**src/rtl/pai_pkg.sv**
```systemverilog
// Shared widths, defaults and types of the perspective attribute interpolator.
// Depends on nothing; used by the interfaces and every module.
package pai_pkg;

  localparam int unsigned PIX_W          = 12;
  localparam int unsigned DEPTH_W        = 32;
  localparam int unsigned BARY_W         = 17;
  localparam int unsigned W_W            = 32;
  localparam int unsigned ATTR_W         = 32;
  localparam int unsigned VAL_W          = 32;
  localparam int unsigned CORR_SHIFT     = 32;
  localparam int unsigned CQ_W           = BARY_W + CORR_SHIFT;
  localparam int unsigned SUM_W          = CQ_W + 2;
  localparam int unsigned DIV_STEPS      = 2;
  localparam int unsigned FRAC_BITS_DEF  = 16;
  localparam int unsigned COORD_BITS_DEF = 12;

  typedef struct packed {
    logic [PIX_W-1:0]           x;
    logic [PIX_W-1:0]           y;
    logic [DEPTH_W-1:0]         depth;
    logic [2:0][ATTR_W-1:0]     attr;
  } pai_side_t;

endpackage

```
**src/rtl/pai_ndiv.sv**
```systemverilog
// Pipelined restoring divider: normalised weight floor(c * 2^FRAC_BITS / s).
// Depends on pai_pkg.
module pai_ndiv #(
  parameter int unsigned FRAC_BITS = pai_pkg::FRAC_BITS_DEF
) (
  input  logic                      clk_i,
  input  logic                      en_i,
  input  logic [pai_pkg::CQ_W-1:0]  c_i,
  input  logic [pai_pkg::SUM_W-1:0] s_i,
  output logic [FRAC_BITS:0]        n_o
);
  import pai_pkg::*;

  localparam int unsigned Steps  = (FRAC_BITS + DIV_STEPS - 1) / DIV_STEPS;
  localparam int unsigned Stages = Steps + 1;

  logic [SUM_W-1:0]   r_q [Stages];
  logic [FRAC_BITS:0] q_q [Stages];
  logic [SUM_W-1:0]   s_q [Stages];

  for (genvar j = 0; j < Stages; j++) begin : g_st
    logic [SUM_W-1:0]   r_d, s_in;
    logic [FRAC_BITS:0] q_d;

    if (j == 0) begin : g_head
      logic [SUM_W-1:0] c_ext;
      assign c_ext = {{(SUM_W-CQ_W){1'b0}}, c_i};
      assign s_in  = s_i;
      // integer part: c never exceeds s, so one compare settles it
      always_comb begin
        if (c_ext >= s_i) begin
          r_d = c_ext - s_i;
          q_d = (FRAC_BITS+1)'(1);
        end else begin
          r_d = c_ext;
          q_d = '0;
        end
      end
    end else begin : g_body
      assign s_in = s_q[j-1];
      always_comb begin
        logic [SUM_W:0] t;
        t   = '0;
        r_d = r_q[j-1];
        q_d = q_q[j-1];
        for (int k = 0; k < DIV_STEPS; k++) begin
          if ((j - 1) * DIV_STEPS + k < FRAC_BITS) begin
            t = {r_d, 1'b0};
            if (t >= {1'b0, s_in}) begin
              t   = t - {1'b0, s_in};
              q_d = {q_d[FRAC_BITS-1:0], 1'b1};
            end else begin
              q_d = {q_d[FRAC_BITS-1:0], 1'b0};
            end
            r_d = t[SUM_W-1:0];
          end
        end
      end
    end

    always_ff @(posedge clk_i) begin
      if (en_i) begin
        r_q[j] <= r_d;
        q_q[j] <= q_d;
        s_q[j] <= s_in;
      end
    end
  end

  // zero sum: force the weight to zero, which flags the word degenerate
  assign n_o = (s_q[Stages-1] == '0) ? '0 : q_q[Stages-1];

endmodule

```
**config.mk**
```make
export PLATFORM = sky130hd
export DESIGN_NAME = pai_ndiv
export DESIGN_NICKNAME = d
export VERILOG_FILES = /design/src/rtl/pai_pkg.sv /design/src/rtl/pai_ndiv.sv
export SDC_FILE = /design/constraint.sdc
export NUM_CORES = 2
export LEC_CHECK = 0
export BUFFER_PORTS_ARGS = -buffer_cell sky130_fd_sc_hd__buf_2
export CAP_MARGIN = 30
export CORE_UTILIZATION = 50
export CTS_BUF_LIST = sky130_fd_sc_hd__clkbuf_8
export DETAILED_ROUTE_END_ITERATION = 6
export GPL_TIMING_DRIVEN = 0
export MAX_ROUTING_LAYER = met4
export PLACE_DENSITY_LB_ADDON = 0.2
export SYNTH_ARGS = -nofsm -noshare
export SYNTH_HDL_FRONTEND = slang
export SYNTH_SLANG_ARGS = --single-unit
```
**constraint.sdc**
```tcl
create_clock -name clk_i -period 8.9 [get_ports clk_i]
set_input_delay 0.445 -clock clk_i [delete_from_list [all_inputs] [get_ports clk_i]]
set_output_delay 0.445 -clock clk_i [all_outputs]
set_load 0.03 [all_outputs]
```
## Word-level counts from Yosys, hierarchy flattened

Memory sizes are Yosys's and may differ from the RTL's.
Cells that the tools add are included.

| cells by class | value |
|---|---|
| add/sub/neg operators | 17 |
| $mul | 0 |
| divide/modulo/power cells | 0 |
| $lt $le $gt $ge | 17 |
| equal/unequal tests | 0 |
| shift operators | 0 |
| mux-type cells | 37 |
| bitwise operators | 0 |
| reductions and logical operators | 1 |

Operators with widths:

| operator | number |
|---|---|
| $mux W51 | 17 |
| $ge A52 B51 Y1 | 16 |
| $sub A51 B51 Y51 | 16 |
| $ge A49 B51 Y1 | 1 |
| $logic_not A51 Y1 | 1 |
| $sub A49 B51 Y51 | 1 |
| $mux W1 | 19 |
| $mux W17 | 1 |

| storage, ports and cells | value |
|---|---|
| register bits | 0 |
| bits in latches | 0 |
| RAM bits | 1071 |
| ROM bits | 0 |
| output and inout port bits | 17 |
| logic and storage cells | 75 |
| memories kept | 3 |

Memory list:

| memory | depth | width | read ports | clocked after memory_dff | write ports | line | RTL |
|---|---|---|---|---|---|---|---|
| r_q | 9 | 51 | 8 | 0 | 9 | pai_ndiv.sv:17 | `logic [SUM_W-1:0] r_q [Stages];` |
| s_q | 9 | 51 | 9 | 0 | 9 | pai_ndiv.sv:19 | `logic [SUM_W-1:0] s_q [Stages];` |
| q_q | 9 | 17 | 9 | 0 | 9 | pai_ndiv.sv:18 | `logic [FRAC_BITS:0] q_q [Stages];` |

## Longest topological paths before layout

An unclocked memory read counts as a cell.

| logic depth | value |
|---|---|
| depth in word-level cells | 5 |
| mapped depth | 32 |
| depth with buffers taken out | 28 |

## Worst setup path after synthesis

Ideal clock, no wire load.

| timing path | value |
|---|---|
| kind | reg2reg |
| start | memory s_q[0][0] (netlist name) |
| end | memory r_q[0][57] (netlist name), data pin |
| arrival time | 6.649 ns |
| required time | 8.640 ns |
| setup slack | 1.991 ns |
| stages on the path, launching flop included | 26 |
| period minus slack after synthesis | 6.909 ns |
| path through | edfxtp_1 > fa_1 > nor2b_1 > o31a_1 > nor3_1 > o31ai_1 > a31oi_1 > o31ai_1 > a221o_1 > o21ai_1 > inv_1 > clkbuf_1 > mux2_2 > ha_1 > a21oi_1 > nor2b_1 > a2111oi_2 > o21ai_0 > a2111o_1 > a31oi_2 > o21ai_0 > a311o_1 > a221o_1 > a21oi_2 > buf_4 > mux2_2 |

RTL lines:

| element | line |
|---|---|
| start: declaration | pai_ndiv.sv:19 |
| end: declaration | pai_ndiv.sv:17 |

==> reports/qor.csv <==
stage,metric,value,unit
run_status,status,"complete, but fails checks",
run_status,violations,design-rule violations,
route,drtPass1Iterations,7,
synth,ys_warn_count,0,
finish,layout-drive-gt1-share,8.86,%
worst_setup_path,worstPathMaxFanout,10,
clock_tree,cts_tree,done,
finish,final_core_util,55.7,%
synth,netlist.area_leader.share,34.3,%
synth,synth_top_flop_cell,edfxtp_1,
die,fp.dieH,409,µm
synth,ys_async_sr_fraction,0,%
placed_design,post-place-cells,11500,
finish,final_cells,11900,
clock_tree,root_buffer,clkbuf_8,
route,ant_nets,0,
timing,worst_pin_slew,1.10,ns
route,drc,3,
timing,rsz0062_at_grt,false,
worst_setup_path,critPathRequiredTime,9.59,ns
route,routed_via_density,5.97,
synth,ys_seq_area_share,34.3,%
global_routing,track_usage,33.0,%
synth,ys_types,96,
route,wire_per_inst,22.9,µm
route,num_vias,71300,
worst_setup_path,crit_slowest_cell,a2111oi_4,
global_routing,grt_pass1_wl,413000,µm
placed_design,dp_hpwl,228000,µm
finish,nFillCells,14600,
clock_tree,insertion_delay,0.98,ns
finish,syn_to_final_growth,10.7,%
timing,finalWorstSetupSlack,0.207,ns
global_routing,grt-ovfl-total,0,
global_routing,antenna_found_initial,3,
clock_tree,cts-buffers-inserted,166,
synth,synthCells,9167,
die,num_rows,149,
clock_tree,clkTransAtPathRegs,0.06,ns
synth,synthTopCellsByCount,"954 x a21oi_1, 948 x edfxtp_1, 856 x ha_1, 718 x nand2_1, 692 x inv_1",
worst_setup_path,critPathLaunchType,flip-flop,
die,fp.coreArea,0.165,mm²
synth,yosysMostFrequentCell,a21oi_1,
flow_run,maxCapViolations,0,
finish,multi_input_area,0.0512,mm²
synth,synth_top_cell_by_area,edfxtp_1,
die,die_area,0.168,mm²
timing,relSlewSlack,25.5,%
worst_setup_path,cp_common_cell,a21oi_1,
finish,nets,10600,
synth,synth-seq-cells,948,
die,die_w,409,µm
clock_tree,ctsHtreeMaxLevel,4,
synth,synthesis.nets,10100,
min_path,hold_path_startpoint,s_i[29],
placed_design,dp_slack,-2.08,ns
clock_tree,cts_buffer_depth,3,
worst_setup_path,crit_start,s_q[0][70],
timing,clock-skew-final,0.0487,ns
worst_setup_path,cp-end-kind,flip-flop,
synth,synth-edff-count,948,
finish,regArea,0.0285,mm²
worst_setup_path,reg2reg_from,s_q[0][70],
worst_setup_path,crit_path_max_incr_delay,0.56,ns
worst_setup_path,critical_path_class,flip-flop to flip-flop,
synth,avgSynthCellArea,9.05,µm²
timing,hold_violations,0,
timing,fin_crit_sh,97.7,%
synth,ys_top_cells_by_area,"edfxtp_1 34%, ha_1 13%, a21oi_1 5.8%",
timing,max_clock_freq,115,MHz
worst_setup_path,r2r_slack,0.21,ns
global_routing,grt_max_degree,130,
timing,setup_tns,0,ns
die,start_util,50.3,%
placed_design,io_buffers,118,
timing,setup_violations,0,
die,ios,119,
route,first_iter_violations,4694,
route,wirelength,274000,µm
clock_tree,cts_num_sinks,948,
min_path,hold_class,input port to flip-flop,
worst_setup_path,arrival,9.38,ns
timing,timing.final.crit_period,8.69,ns
timing,drv_slew,0,
placed_design,gp_congestion,0.989,
global_routing,grt_pass1_vias,73200,
synth,netlist_area,0.0829,mm²
-- flip-flops by register name (all words and copies together) (netlist names) --
signal / count
r_q: 408
q_q: 81
s_q: 459
-- per-stage QoR --
step | instance area [µm²] | hold slack (ns)
floorplan | 82900 | 0.400
global placement | 86300 | 0.400
detailed placement | 87100 | 0.405
CTS | 91600 | 0.131
global route | 91800 | 0.198
finish | 91800 | 0.240
-- routing by layer --
layer  global-route usage, %  up-vias  wire length [µm]
met3                    2.85      915              8750
met2                    62.4     2289            147000
met1                    30.1    33300             93600
met4                    26.3        0             24800
met5                       -        -                 0
li1                        -    34800                 -
-- repair_timing --
item / 4_1_cts / 5_1_grt
hold endpoints to repair: 107 / 0
gates resized for setup: 77 / 47
hold buffers: 101 / 0
setup buffers: 5 / 4
endpoints found under the setup margin: 316 / 320
pin swaps: 5 / 1
-- logic make-up (layout without fill, tap and decap cells) --
| family | Yosys count | in the layout | share of synthesized area (%) |
|---|---|---|---|
| adders and majority gates | 865 | 865 | 13.1 |
| AOI/OAI and AO/OA | 3003 | 3003 | 22.7 |
| buffers and inverters | 946 | 1534 | 4.39 |
| xor gates and xnor gates | 708 | 708 | 7.48 |
| and+or+nand+nor | 2381 | 2381 | 13.7 |
| DFF | 948 | 948 | 34.3 |
| muxes | 316 | 316 | 4.26 |
| other | 0 | 4 | 0 |
-- worst paths after layout --
kind / end / cells past startpoint
max: r_q[0][146] / 30
min reg2reg: q_q[0][106] / 0
max reg2reg: r_q[0][146] / 30
min: s_q[0][29] / 2
-- critical path: cells and delay by family, from the launching register on --
family	cells	cell delay [ns]
compound gates	11	3.45
simple gates	9	1.78
buf+inv	7	1.58
fa+ha+maj	2	0.75
flops	1	0.40
mux	1	0.36
-- placed cells by master, fill, tap and decap left out, types with 146 or more instances in the layout --
cell type | synthesis | final
xnor2_1 | 484 | 484
nand4_1 | 154 | 154
o21ai_0 | 679 | 673
mux2_2 | 266 | 266
inv_1 | 692 | 736
buf_2 | 13 | 146
a21o_1 | 476 | 476
nand3_1 | 170 | 170
clkbuf_1 | 206 | 167
a21oi_1 | 954 | 949
clkbuf_8 | 0 | 166
nor2_1 | 643 | 643
xor2_1 | 224 | 224
nand2_1 | 718 | 718
ha_1 | 856 | 856
edfxtp_1 | 948 | 948
-- final cells by class --
| cell class | count | share of cell area (%) |
|---|---|---|
| tap | 2189 | 2.98 |
| sequential | 948 | 31.0 |
| timing repair buffer | 293 | 2.73 |
| inverter | 699 | 2.86 |
| clock buffer | 166 | 2.49 |
| clock inverter | 132 | 0.999 |
| buffer | 244 | 1.21 |
| antenna | 4 | 0.0109 |
| multi-input combinational | 7273 | 55.7 |
Power is not shown: default switching activity piles up to over one toggle a cycle in this logic, so the estimate is an artifact.
